<file path="src/rtl/core/sctd_pkg.sv">
// Shared constants, codes and types of the sector cache tag directory.
package sctd_pkg;

    localparam int ENTRIES    = 64;
    localparam int COUNT_BITS = 16;
    localparam int IDX_W      = $clog2(ENTRIES);
    localparam int NUM_W      = $clog2(ENTRIES + 1);
    localparam int DEV_W      = 16;
    localparam int SEC_W      = 32;
    localparam int CFG_W      = 7;
    localparam int SLOT_W     = 6;
    localparam int OP_W       = 2;

    localparam logic [COUNT_BITS-1:0] COUNT_MAX = {COUNT_BITS{1'b1}};

    localparam logic [OP_W-1:0] OP_LOOKUP     = 2'd0;
    localparam logic [OP_W-1:0] OP_STORE      = 2'd1;
    localparam logic [OP_W-1:0] OP_REMOVE     = 2'd2;
    localparam logic [OP_W-1:0] OP_INVALIDATE = 2'd3;

    // Running search result handed from cell to cell.
    typedef struct packed {
        logic                  match_found;
        logic [IDX_W-1:0]      match_idx;
        logic [COUNT_BITS-1:0] match_cnt;
        logic                  free_found;
        logic [IDX_W-1:0]      free_idx;
        logic                  min_found;
        logic [IDX_W-1:0]      min_idx;
        logic [COUNT_BITS-1:0] min_cnt;
    } sctd_carry_t;

    // Update command broadcast to every cell.
    typedef struct packed {
        logic              clear_all;
        logic              wr_en;
        logic [IDX_W-1:0]  wr_idx;
        logic              clr_en;
        logic [IDX_W-1:0]  clr_idx;
        logic              bump_en;
        logic [IDX_W-1:0]  bump_idx;
        logic              halve;
        logic [DEV_W-1:0]  dev;
        logic [SEC_W-1:0]  sec;
    } sctd_cmd_t;

endpackage

</file>
<file path="src/rtl/core/sctd_cell.sv">
// One directory entry with its stage of the search chain.
module sctd_cell (
    input  logic                      clk,
    input  logic                      rst_n,
    input  logic [sctd_pkg::IDX_W-1:0] idx,
    input  logic                      en,
    input  sctd_pkg::sctd_cmd_t       cmd,
    input  sctd_pkg::sctd_carry_t     carry_in,
    output sctd_pkg::sctd_carry_t     carry_out
);
    import sctd_pkg::*;

    logic                  valid_reg;
    logic [DEV_W-1:0]      dev_reg;
    logic [SEC_W-1:0]      sec_reg;
    logic [COUNT_BITS-1:0] cnt_reg;
    logic [COUNT_BITS-1:0] cnt_next;
    sctd_carry_t           carry_reg;
    sctd_carry_t           carry_next;
    logic                  key_eq;

    assign key_eq    = (dev_reg == cmd.dev) && (sec_reg == cmd.sec);
    assign carry_out = carry_reg;

    always_comb
    begin
        carry_next = carry_in;
        if (en)
        begin
            if (!carry_in.match_found && valid_reg && key_eq)
            begin
                carry_next.match_found = 1'b1;
                carry_next.match_idx   = idx;
                carry_next.match_cnt   = cnt_reg;
            end
            if (!carry_in.free_found && !valid_reg)
            begin
                carry_next.free_found = 1'b1;
                carry_next.free_idx   = idx;
            end
            // strict less keeps the lowest index on a tie
            if (!carry_in.min_found || (cnt_reg < carry_in.min_cnt))
            begin
                carry_next.min_found = 1'b1;
                carry_next.min_idx   = idx;
                carry_next.min_cnt   = cnt_reg;
            end
        end
    end

    always_comb
    begin
        cnt_next = cnt_reg;
        if (cmd.halve && valid_reg && en)
            cnt_next = cnt_next >> 1;
        if (cmd.bump_en && (cmd.bump_idx == idx))
            cnt_next = cnt_next + 1'b1;
    end

    always_ff @(posedge clk or negedge rst_n)
    begin
        if (!rst_n)
            valid_reg <= 1'b0;
        else if (cmd.clear_all)
            valid_reg <= 1'b0;
        else if (cmd.wr_en && (cmd.wr_idx == idx))
            valid_reg <= 1'b1;
        else if (cmd.clr_en && (cmd.clr_idx == idx))
            valid_reg <= 1'b0;
    end

    always_ff @(posedge clk)
    begin
        carry_reg <= carry_next;
        if (!cmd.clear_all)
        begin
            if (cmd.wr_en && (cmd.wr_idx == idx))
            begin
                dev_reg <= cmd.dev;
                sec_reg <= cmd.sec;
                cnt_reg <= '0;
            end
            else
                cnt_reg <= cnt_next;
        end
    end

endmodule

</file>
<file path="config.mk">
export PLATFORM = sky130hd
export DESIGN_NAME = sctd_cell
export DESIGN_NICKNAME = d
export VERILOG_FILES = /design/src/rtl/core/sctd_pkg.sv /design/src/rtl/core/sctd_cell.sv
export SDC_FILE = /design/constraint.sdc
export NUM_CORES = 1
export LEC_CHECK = 0
export BUFFER_PORTS_ARGS = -buffer_cell sky130_fd_sc_hd__clkbuf_2
export CAP_MARGIN = 25
export CORE_MARGIN = 1
export CORE_UTILIZATION = 55
export CTS_CLUSTER_SIZE = 28
export DETAILED_ROUTE_END_ITERATION = 10
export PLACE_DENSITY = 0.85
export SLEW_MARGIN = 15
export SYNTH_ARGS = -nofsm -noshare
export SYNTH_HDL_FRONTEND = slang
export SYNTH_SLANG_ARGS = --single-unit
export TNS_END_PERCENT = 1
</file>
<file path="constraint.sdc">
create_clock -name clk -period 7.5 [get_ports clk]
set_input_delay 1.125 -clock clk [delete_from_list [all_inputs] [get_ports clk]]
set_output_delay 1.125 -clock clk [all_outputs]
set_load 0.02 [all_outputs]
</file>
Word level (Yosys, flattened, before mapping):

Cells that the tools add are included.

* $add $sub $neg: 1
* order comparisons: 1
* eq/ne operators: 5
* mux-type cells: 9
* bitwise gates (word level): 1
* reduce and logical (&&, ||, !) cells: 16

Operator list (count)
* 53-bit two-way mux: 1
* 23-bit two-way mux: 2
* 32-bit equality test: 1
* 16-bit two-way mux: 2
* 6-bit equality test: 3
* 16-bit by 1-bit adder with 16-bit output, second input constant: 1
* 16-bit equality test: 1
* 16-bit less-than comparator: 1
* 1-bit logical AND: 9
* 7-bit two-way mux: 1
* 1-bit logical NOT: 4
* 1-bit two-way mux: 3
* 3-bit nonzero test: 1
* 2-bit AND reduction: 1
* 1-bit logical OR: 1
* 1-bit inverter: 1

* register bits after elaboration: 118
* input port bits: 133
* output and inout bits: 53

Longest topological paths before layout:

Gate-level depths: netlist (run 1).

* depth in word-level cells: 5
* mapped depth: 13
* gate-level depth less buffers: 9

Least setup slack after synthesis (run 1):

OpenSTA, ideal clock, no wires.

* path kind: input-to-reg
* start point: in en
* end point: reg cnt_reg[14] (data pin)
* library setup time: 0.255 ns
* arrival time: 3.246 ns
* data required time: 7.245 ns
* slack: 3.999 ns
* cell stages on the path: 13
* path through: and3_1 -> buf_2 -> buf_6 -> clkbuf_1 -> nand2_1 -> nand2_1 -> ha_1 -> nand3_1 -> nor4_1 -> and4_1 -> buf_2 -> a31oi_1 -> o21ba_2

* longest elaborated chain between the ends: 4

RTL lines
* from (decl): RTL line sctd_cell.sv:6 `input logic en,`
* 1-bit logical AND (*): RTL line sctd_cell.sv:54 `if (cmd.halve && valid_reg && en)`
* 16-bit two-way mux (*): RTL line sctd_cell.sv:54
* 16-bit by 1-bit adder with 16-bit output: RTL line sctd_cell.sv:57 `cnt_next = cnt_next + 1'b1;`
* 16-bit two-way mux (*): RTL line sctd_cell.sv:56 `if (cmd.bump_en && (cmd.bump_idx == idx))`
* to (signal assigned): RTL line sctd_cell.sv:84 `cnt_reg <= cnt_next;`
* to (decl): RTL line sctd_cell.sv:16 `logic [COUNT_BITS-1:0] cnt_reg;`

Every way passes the cells marked *; elsewhere a longest branch is shown, timed or not.
A chain may end at the register's enable or synchronous reset.

Worst setup path in the final report (run 1):

Ends and elaborated chain as after synthesis.

==> results of run 1 <==
[worst max-delay path, cell delays in order]
cell and delay (ns):
sky130_fd_sc_hd__clkbuf_2 0.15, sky130_fd_sc_hd__and3_1 0.75, sky130_fd_sc_hd__nand2_1 0.11, sky130_fd_sc_hd__nand2_1 0.14
sky130_fd_sc_hd__ha_1 0.19, sky130_fd_sc_hd__nand3_1 0.08, sky130_fd_sc_hd__nor4_1 0.42, sky130_fd_sc_hd__and4_1 0.51
sky130_fd_sc_hd__a31oi_1 0.13, sky130_fd_sc_hd__o21ba_2 0.21
[per-stage QoR]
stage	area, µm²	util [%]	power (mW)	instances
final	7620	70.3	1.68	883
after global routing	7620	70.3	1.73	883
after CTS	7560	69.7	1.68	880
after detailed placement	7040	64.9	0.981	848
after global placement	7040	64.9	0.969	848
after floorplan	6100	-	0.885	564
[final cells by class]
type | instances | area, µm² | share of cell area (%)
multi-input cells | 382 | 2830 | 37.2
well taps | 140 | 175 | 2.30
clock buffers | 20 | 435 | 5.72
flip-flops and latches | 118 | 3010 | 39.5
repair buffers | 191 | 1010 | 13.3
clock inverters | 12 | 81.3 | 1.07
inverters | 20 | 75.1 | 0.985
[power groups by stage]
stage	logic, mW	registers (mW)	clock network (mW)
floorplan	0.113	0.771	0
global placement	0.222	0.747	0
detailed placement	0.233	0.749	0
CTS	0.235	0.736	0.709
global route	0.259	0.739	0.734
finish	0.239	0.736	0.703
[how the worst max path moves through the flow]
| stage | slack, ns | endpoint | from | depth (start not counted) |
|---|---|---|---|---|
| after global routing | 3.67 | cnt_reg[10]$_SDFFCE_PP0N_ | en | 10 |
| after floorplan | 4.00 | cnt_reg[14]$_SDFFCE_PP0N_ | en | 13 |
| after global placement | 3.62 | cnt_reg[14]$_SDFFCE_PP0N_ | en | 10 |
| after detailed placement | 3.47 | cnt_reg[14]$_SDFFCE_PP0N_ | en | 10 |
| final | 3.94 | cnt_reg[14]$_SDFFCE_PP0N_ | en | 10 |
| after CTS | 4.01 | cnt_reg[14]$_SDFFCE_PP0N_ | en | 10 |
[layout by cell type (no fill, tap or decap), drive strengths merged, types with 6 or more instances in the layout]
cell,count
a21oi,19
a2bb2oi,22
a31oi,7
buf,6
clkbuf,205
clkinv,8
dfxtp,53
edfxtp,64
ha,16
inv,21
mux2,29
mux2i,6
nand2,63
nand3,13
nand4,10
nor2,9
nor3,8
nor4,13
o2111ai,23
o211ai,24
xnor2,12
xor2,56
[kinds of logic (layout without fill, tap and decap cells)]
kind of cell    after synthesis  after routing  share of synthesized area, %
mux                          35             35                          6.34
simple gates                140            140                          11.7
buf+inv                      64            243                          4.49
compound gates              123            123                          15.1
xor+xnor                     68             68                          9.76
flops                       118            118                          49.3
fa+ha+maj                    16             16                          3.28
[routing by layer]
metal  vias up  global-route usage [%]
li1       2452                       -
met1      2489                    34.7
met2       270                    49.0
met3        34                    8.35
met4         0                    12.2
met5         -                       0
==> PnR_summary.wiki, run 1 <==
{| class="wikitable"
! Metric !! Value
|-
| Final min period || between 3 and 4 ns
|-
| Inserted Clock Buffers || 17
|-
| Post-CTS Setup Inserts || 0
|-
| Async set or reset register ratio after synthesis || less than 1%
|-
| Vias in the first global route || 5207
|-
| Failing checks || design-rule violations
|-
| Most repeated cell in the gate-level netlist after synthesis || sky130_fd_sc_hd__edfxtp_1
|-
| Highest metal layer used by the detailed router || met4
|-
| #FFs+latches synth || 118
|-
| Boundary pin count || 186
|-
| Required time at the worst-slack endpoint || 7.78 ns
|-
| Number of filler cells placed in the layout || 793
|-
| Sw Ratio || a little over a quarter
|-
| Register share of total power || ~44%
|-
| Placeable core area || roughly 0.011 mm²
|-
| Pin count of the biggest net entering global routing || between 40 and 50
|-
| Setup Total Neg Slack || 0 ns
|-
| Area delta synth->final || 24.9%
|-
| Wire length of the first global-routing pass || 25500 µm
|-
| Worst R2R Setup Slack || 4.29 ns
|-
| Final routed wire length divided by cell count || 18.8 µm
|-
| Max frequency || 281 MHz
|-
| Library cell occupying the most area in the post-synthesis netlist || sky130_fd_sc_hd__edfxtp_1
|-
| Mapped cell area || 0.00610 mm²
|-
| CP Class || in -> reg
|-
| Antenna viol nets, final || 0
|-
| Least-Margin Pin Slew || approximately 0.95 ns
|-
| Die height || 107 µm
|-
| Routed wl met2 || just over 8000 µm
|-
| Count of standard-cell rows || 38
|-
| Final number of setup-violating endpoints || 0
|-
| Net Switching || 448 µW
|-
| Number of max-capacitance violations reported || 0
|-
| Number of pins with negative max-slew slack in the final report || 0
|-
| Internal power component || 1.23 mW
|-
| Cells after synthesis || 564
|-
| Maximum clock path buffer count || 2
|-
| Area share of the largest cell type after synthesis || 31.5%
|-
| Top FF cell, synth || sky130_fd_sc_hd__edfxtp_1
|-
| Critical path arrival || 3.83 ns
|-
| Status || finished with violations
|-
| Maximum fanout along the worst path || 23
|-
| Post-synthesis net count || 713
|-
| Number of synthesized flops with an enable pin || 64
|-
| Routability congestion estimate from global placement || around 0.89
|-
| Worst Reg-to-Reg Cells || 9
|-
| Post_cts resized || 0
|-
| Worst hold-check path type || in -> async
|-
| Largest register FFs || 53
|-
| Die area || 0.0115 mm²
|-
| Pre-CTS setup slack || 3.47 ns
|-
| Fin. Hold Viols || 0
|-
| Cell variety after synth || 48
|-
| Initial Util || approximately 56%
|-
| Worst Slack Setup Final || 3.94 ns
|-
| Number of clock sinks || 118
|-
| Kind of end point of the critical path || flip-flop
|-
| Cell at the root of the clock tree || sky130_fd_sc_hd__clkbuf_8
|-
| Tcrit/Tclk final || 47.4%
|-
| Wirelength, routed || 16600 µm
|-
| Antenna cell count || 0
|-
| Clk_skew || 0.00926 ns
|-
| Tightest hold margin || 0.366 ns
|-
| Synth top cells by count || 64 x sky130_fd_sc_hd__edfxtp_1, 63 x sky130_fd_sc_hd__nand2_1, 56 x sky130_fd_sc_hd__xor2_1
|-
| Routed metal-1 wire length || 6590 µm
|-
| Beginning of the worst register-to-register path || valid_reg$_DFFE_PN0P_
|-
| Aggregate global-route resource usage || between 20 and 30%
|-
| Cells taking the most area after synthesis || sky130_fd_sc_hd__edfxtp_1 32%, sky130_fd_sc_hd__dfxtp_1 17%, sky130_fd_sc_hd__xor2_1 8.0%, sky130_fd_sc_hd__mux2_2 5.2%, sky130_fd_sc_hd__nand2_1 3.9%
|-
| Yosys warning count || 0
|-
| VDD IR max || ~0.15 mV
|-
| Number of antenna violations at the first check in global routing || 0
|-
| DP HPWL || 11800 µm
|-
| Remaining routing DRC violations || 1
|-
| Total congestion overflow || 0
|-
| Count of H-tree levels built during CTS || 4
|-
| Proportion of synthesized chip area in sequential cells || between 40% and 50%
|-
| Worst rel slew slack || 35.3%
|-
| Width of the die || approximately 110 µm
|-
| Net total in the final layout || ~900
|-
| Detailed Routing Iterations Pass 1 || 8
|-
| Clock slew seen by the registers of the worst setup and hold paths || 0.06 ns
|-
| Mapped Avg Cell Area || between 10 and 15 µm²
|-
| Clock power frac || 41.9%
|-
| Total of hold buffers inserted after clock tree synthesis || 0
|-
| Vias after detailed routing || 5245
|-
| Gate power share || between 10% and 20%
|-
| Startpoint types || input port
|-
| Layout cells sized above 1 || 34.9%
|-
| Leak Pwr || about 3.3 nW
|-
| Buffers on Ports || 185
|-
| R2r endpoint || cnt_reg[14]$_SDFFCE_PP0N_
|-
| RSZ-0062 raised after global routing || no
|-
| Total power density per cell area || 220 mW/mm²
|-
| Drt first-iter violations || roughly 500
|-
| Wire length on met3 || 1430 µm
|-
| Clock tree from TritonCTS || yes
|-
| Post-detailed-route via-to-cell ratio || 5.94
|-
| Source-to-sink clock delay at the later pin of the worst-skew pair || 0.52 ns
|}
Power figures use the tool's default switching activity.
==> inputs of run 2 (changes only) <==
- CORE_UTILIZATION: 55 -> 47
- PLACE_DENSITY: 0.85 -> 0.77
- clock period: 7.5 -> 2.8 ns (I/O delays scaled with it)
==> PnR_summary.wiki, run 2 (synthesis gave the netlist of run 1 again) <==
{| class="wikitable"
! Metric !! Value
|-
| VDD IR max || 0.424 mV
|-
| Pre-CTS setup slack || slightly above 0.2 ns
|-
| CP Class || reg -> reg
|-
| Tcrit/Tclk final || 87.9%
|-
| DP HPWL || 12500 µm
|-
| RSZ-0062 raised after global routing || no
|-
| Clock slew seen by the registers of the worst setup and hold paths || 0.06 ns
|-
| Detailed Routing Iterations Pass 1 || 5
|-
| Final number of setup-violating endpoints || 0
|-
| Worst hold-check path type || in -> reg
|-
| Number of max-capacitance violations reported || 0
|-
| Final routed wire length divided by cell count || between 15 and 20 µm
|-
| Buffers on Ports || 185
|-
| Die height || 116 µm
|-
| Initial Util || 48.3%
|-
| Count of standard-cell rows || 41
|-
| Post_cts resized || 0
|-
| Pin count of the biggest net entering global routing || 49
|-
| Number of antenna violations at the first check in global routing || 0
|-
| Worst Slack Setup Final || ~0.34 ns
|-
| Antenna cell count || 0
|-
| Least-Margin Pin Slew || 0.896 ns
|-
| Placeable core area || roughly 0.013 mm²
|-
| Worst rel slew slack || 40.3%
|-
| Maximum fanout along the worst path || 11
|-
| Number of pins with negative max-slew slack in the final report || 0
|-
| Clock tree from TritonCTS || yes
|-
| Tightest hold margin || 0.174 ns
|-
| Antenna viol nets, final || 0
|-
| Largest register FFs || 53
|-
| Required time at the worst-slack endpoint || 2.98 ns
|-
| Startpoint types || flip-flop
|-
| Net total in the final layout || 899
|-
| Total congestion overflow || 0
|-
| Number of clock sinks || 118
|-
| Cell at the root of the clock tree || sky130_fd_sc_hd__clkbuf_16
|-
| Core Util, Final || a little over 60%
|-
| Count of H-tree levels built during CTS || 4
|-
| Remaining routing DRC violations || 0
|-
| Source-to-sink clock delay at the later pin of the worst-skew pair || 0.42 ns
|-
| Final min period || 2.46 ns
|-
| Boundary pin count || about 190
|-
| Aggregate global-route resource usage || 25.7%
|-
| Max frequency || roughly 400 MHz
|-
| Setup Total Neg Slack || 0 ns
|-
| Clk_skew || 0.00999 ns
|-
| Routability congestion estimate from global placement || approximately 0.92
|-
| Vias in the first global route || 5314
|-
| Total power density per cell area || 604 mW/mm²
|-
| Fin. Hold Viols || 0
|-
| Kind of end point of the critical path || flip-flop
|-
| Die area || roughly 0.013 mm²
|-
| Critical path arrival || 2.64 ns
|-
| Width of the die || about 120 µm
|-
| Drt first-iter violations || 475
|-
| Post-detailed-route via-to-cell ratio || 5.66
|-
| Wire length of the first global-routing pass || 26200 µm
|-
| Area delta synth->final || 28.5%
|-
| Wirelength, routed || approximately 17000 µm
|-
| Leak Pwr || 3.42 nW
|-
| Vias after detailed routing || between 5000 and 6000
|-
| Layout cells sized above 1 || a little under two fifths
|-
| Maximum clock path buffer count || 2
|-
| Inserted Clock Buffers || 17
|-
| Most common library cell in the layout ignoring fill and taps || sky130_fd_sc_hd__clkbuf_2
|-
| Commonest cells after routing, fill and taps aside || 185 x sky130_fd_sc_hd__clkbuf_2, 64 x sky130_fd_sc_hd__edfxtp_1, 63 x sky130_fd_sc_hd__nand2_1, 56 x sky130_fd_sc_hd__xor2_1, 53 x sky130_fd_sc_hd__dfxtp_1
|-
| Status || complete, no violations
|}
==> run 2: cell count changes in the layout (fill, tap and decap cells not counted), sizes merged <==
| cell | delta |
|---|---|
| dlygate4sd3 | +1 |
| bufinv | +1 |
| clkbuf | -3 |
| buf | +19 |
| clkinv | -4 |
| inv | +6 |
==> run 2: repair_timing <==
item	CTS	global route
buffers inserted	0	0
endpoints found under the hold margin	1	0
hold buffers	1	0
==> run 2: power by group <==
group          internal (mW)  total, mW  switching, mW
combinational          0.288      0.669          0.381
sequential              1.91       1.96         0.0428
clock                   1.24       2.11          0.866
total                   3.44       4.73           1.29
==> run 2: worst paths after layout <==
check,slack (ns),to,start,cells after the start
max,0.34,cnt_reg[14]$_SDFFCE_PP0N_,valid_reg$_DFFE_PN0P_,9
min,0.17,valid_reg$_DFFE_PN0P_,cmd[70],2
max reg2reg,0.34,cnt_reg[14]$_SDFFCE_PP0N_,valid_reg$_DFFE_PN0P_,9
min reg2reg,0.61,valid_reg$_DFFE_PN0P_,valid_reg$_DFFE_PN0P_,2
max in group asynchronous,2.37,valid_reg$_DFFE_PN0P_,rst_n,2
min in group asynchronous,0.35,valid_reg$_DFFE_PN0P_,rst_n,2
==> run 2: worst max-delay path, cell delays in order (launching register included) <==
cell and delay [ns]:
sky130_fd_sc_hd__dfrtp_1 0.41, sky130_fd_sc_hd__nand3_1 0.21, sky130_fd_sc_hd__nand2_1 0.12, sky130_fd_sc_hd__nand2_1 0.11
sky130_fd_sc_hd__ha_1 0.19, sky130_fd_sc_hd__nand3_1 0.08, sky130_fd_sc_hd__nor4_1 0.26, sky130_fd_sc_hd__and4_1 0.49
sky130_fd_sc_hd__a31oi_1 0.13, sky130_fd_sc_hd__o21ba_2 0.22
==> run 2: area by class of cell <==
class | instances | area (µm²)
inverter | 20 | 75.1
fill | 1043 | 4780
tap | 172 | 215
clock inverter | 15 | 146
timing repair buffer | 211 | 1140
multi-input combinational | 382 | 2830
sequential | 118 | 3010
clock buffer | 17 | 425
==> run 2: metal layers <==
metal	up-vias	share of wire, %	routed length (µm)	track usage (%)
met1	2548	42	7050	30.4
li1	2488	-	-	-
met5	-	0	0	0
met2	218	50	8430	43.1
met3	36	6.4	1080	6.17
met4	0	2.2	381	13.9
==> run 2: stage by stage <==
stage | cells | area [µm²] | total power [mW]
detailed placement | 902 | 7260 | 2.65
finish | 935 | 7840 | 4.73
floorplan | 564 | 6100 | 2.37
global placement | 902 | 7260 | 2.63
global route | 935 | 7840 | 4.90
CTS | 935 | 7840 | 4.76
==> inputs of run 3 (changes only) <==
==> constraint.sdc (replaced) <==
create_clock -name clk -period 2.8 [get_ports clk]
set_input_delay 0.28 -clock clk [delete_from_list [all_inputs] [get_ports clk]]
set_output_delay 0.28 -clock clk [all_outputs]
set_load 0.02 [all_outputs]
==> PnR_summary.wiki, run 3 (synthesis gave the netlist of run 1 again) <==
{| class="wikitable"
! Metric !! Value
|-
| Status || complete, no violations
|-
| Hold path start || cmd[70]
|-
| RSZ-0062 raised after global routing || no
|-
| Hold path cells || 2
|-
| VDD IR max || 0.451 mV
|-
| Layout cells sized above 1 || 36.4%
|-
| Worst R2R Setup Slack || around 0.33 ns
|-
| Worst hold-check path type || in -> reg
|-
| Maximum clock path buffer count || 2
|-
| Vias in the first global route || approximately 5200
|-
| Leak Pwr || 3.43 nW
|-
| Number of max-capacitance violations reported || 0
|-
| Antenna viol nets, final || 0
|-
| Total congestion overflow || 0
|-
| Tcrit/Tclk final || 88.1%
|-
| Final routed wire length divided by cell count || 17.9 µm
|-
| Net total in the final layout || 898
|-
| Wirelength, routed || 16700 µm
|-
| Area delta synth->final || 29.3%
|-
| Buffers on Ports || 185
|-
| Clk_skew || 0.00764 ns
|-
| Drt first-iter violations || 465
|-
| Source-to-sink clock delay at the later pin of the worst-skew pair || ~0.42 ns
|-
| Die height || around 120 µm
|-
| Clock slew seen by the registers of the worst setup and hold paths || 0.06 ns
|-
| Post-CTS Setup Inserts || 0
|-
| Commonest cells after routing, fill and taps aside || 185 x sky130_fd_sc_hd__clkbuf_2, 64 x sky130_fd_sc_hd__edfxtp_1, 63 x sky130_fd_sc_hd__nand2_1, 56 x sky130_fd_sc_hd__xor2_1, 53 x sky130_fd_sc_hd__dfxtp_1
|-
| Number of antenna violations at the first check in global routing || 1
|-
| Cell at the root of the clock tree || sky130_fd_sc_hd__clkbuf_16
|-
| DP HPWL || 12400 µm
|-
| Boundary pin count || 186
|-
| Placeable core area || between 0.01 and 0.015 mm²
|-
| Detailed Routing Iterations Pass 1 || 5
|-
| Maximum fanout along the worst path || 22
|-
| Remaining routing DRC violations || 0
|-
| Number of pins with negative max-slew slack in the final report || 0
|-
| Final min period || 2.47 ns
|-
| R2r endpoint || carry_out[17]$_DFF_P_
|-
| Count of H-tree levels built during CTS || 4
|-
| DP Area || 0.00724 mm²
|-
| Wire length of the first global-routing pass || 26000 µm
|-
| Post-detailed-route via-to-cell ratio || approximately 5.6
|-
| Pin count of the biggest net entering global routing || 32
|-
| Setup Total Neg Slack || 0 ns
|-
| Vias after detailed routing || between 5000 and 6000
|-
| Final number of setup-violating endpoints || 0
|-
| Die area || 0.0134 mm²
|-
| Number of clock sinks || around 120
|-
| Worst rel slew slack || between 30% and 40%
|-
| Routability congestion estimate from global placement || between 0.9 and 1
|-
| Beginning of the worst register-to-register path || cnt_reg[14]$_SDFFCE_PP0N_
|-
| Least-Margin Pin Slew || 0.915 ns
|-
| Clock tree from TritonCTS || yes
|-
| Antenna cell count || 0
|-
| Initial Util || 48.3%
|-
| Worst Reg-to-Reg Cells || 6
|-
| Startpoint types || flip-flop
|-
| Largest register FFs || 53
|-
| Inserted Clock Buffers || 17
|-
| CP Class || reg -> reg
|-
| Width of the die || 116 µm
|-
| Final design instance area without fill || 0.00789 mm²
|-
| Total power density per cell area || 619 mW/mm²
|-
| Most common library cell in the layout ignoring fill and taps || sky130_fd_sc_hd__clkbuf_2
|-
| Critical path arrival || 2.79 ns
|-
| Aggregate global-route resource usage || 25.7%
|-
| Fin. Hold Viols || 0
|-
| End of the worst hold path || valid_reg$_DFFE_PN0P_
|-
| Required time at the worst-slack endpoint || between 3 and 4 ns
|-
| Kind of end point of the critical path || flip-flop
|-
| Max frequency || 405 MHz
|-
| Count of standard-cell rows || 41
|}
-- run 3: cell types whose count changed in the layout (fill, tap and decap cells not counted), moves of 2 or more --
cell	delta
sky130_fd_sc_hd__bufinv_16	+3
sky130_fd_sc_hd__clkbuf_1	+2
sky130_fd_sc_hd__clkinv_1	+2
sky130_fd_sc_hd__inv_8	-2
sky130_fd_sc_hd__inv_6	-5
sky130_fd_sc_hd__buf_4	-2
-- run 3: final cells by class --
| type | instances | area (µm²) |
|---|---|---|
| Inverter | 20 | 75.1 |
| Clock buffer | 19 | 433 |
| Clock inverter | 13 | 181 |
| Fill cell | 1034 | 4730 |
| Tap cell | 172 | 215 |
| Multi-Input combinational cell | 382 | 2840 |
| Timing Repair Buffer | 210 | 1140 |
| Sequential cell | 118 | 3010 |
-- run 3: critical path, cell delays in order (launching register included) --
cell                       delay [ns]
sky130_fd_sc_hd__edfxtp_1        0.53
sky130_fd_sc_hd__ha_1            0.34
sky130_fd_sc_hd__nand2_1         0.11
sky130_fd_sc_hd__nor3_1          0.39
sky130_fd_sc_hd__nand2_1         0.13
sky130_fd_sc_hd__o21a_1          0.52
sky130_fd_sc_hd__o211ai_1        0.35
-- run 3: per-stage QoR --
step / cells / hold slack (ns) / util (%) / setup slack, ns / power, mW
after floorplan: 564 / -0.0156 / - / 0.0560 / 2.37
after global placement: 900 / 0.0585 / 57.4 / 0.287 / 2.62
after detailed placement: 900 / 0.0617 / 57.4 / 0.181 / 2.65
after CTS: 933 / 0.0261 / 62.3 / 0.264 / 4.91
after global routing: 934 / 0.0420 / 62.5 / 0.113 / 5.05
final: 934 / 0.0403 / 62.5 / 0.333 / 4.88
-- run 3: what timing repair did --
action,CTS,global route
setup endpoints to repair,0,4
hold endpoints to repair,1,0
hold buffers,1,0
resized for setup,0,1
-- run 3: power by group --
part | total (mW) | leakage (nW) | switching [mW] | internal, mW
Clock | 2.26 | 0.288 | 0.775 | 1.48
Sequential | 1.96 | 1.04 | 0.0407 | 1.91
Combinational | 0.672 | 2.10 | 0.385 | 0.288
Total | 4.88 | 3.43 | 1.20 | 3.68
-- run 3: how the worst max path moves through the flow --
| stage | slack [ns] | from | end |
|---|---|---|---|
| 2_1_floorplan | 0.06 | valid_reg$_DFFE_PN0P_ | cnt_reg[14]$_SDFFCE_PP0N_ |
| 3_3_place_gp | 0.29 | en | cnt_reg[14]$_SDFFCE_PP0N_ |
| 3_5_place_dp | 0.18 | en | cnt_reg[14]$_SDFFCE_PP0N_ |
| 4_1_cts | 0.26 | valid_reg$_DFFE_PN0P_ | cnt_reg[14]$_SDFFCE_PP0N_ |
| 5_1_grt | 0.11 | valid_reg$_DFFE_PN0P_ | cnt_reg[14]$_SDFFCE_PP0N_ |
| 6_report | 0.33 | cnt_reg[14]$_SDFFCE_PP0N_ | carry_out[17]$_DFF_P_ |
-- run 3: metal layers --
layer,share of wire (%),vias to the layer above,GRT usage [%]
met5,0.11,-,0
met2,49,209,43.8
met4,2.6,2,11.9
li1,-,2483,-
met3,6.5,35,5.54
met1,42,2529,30.9
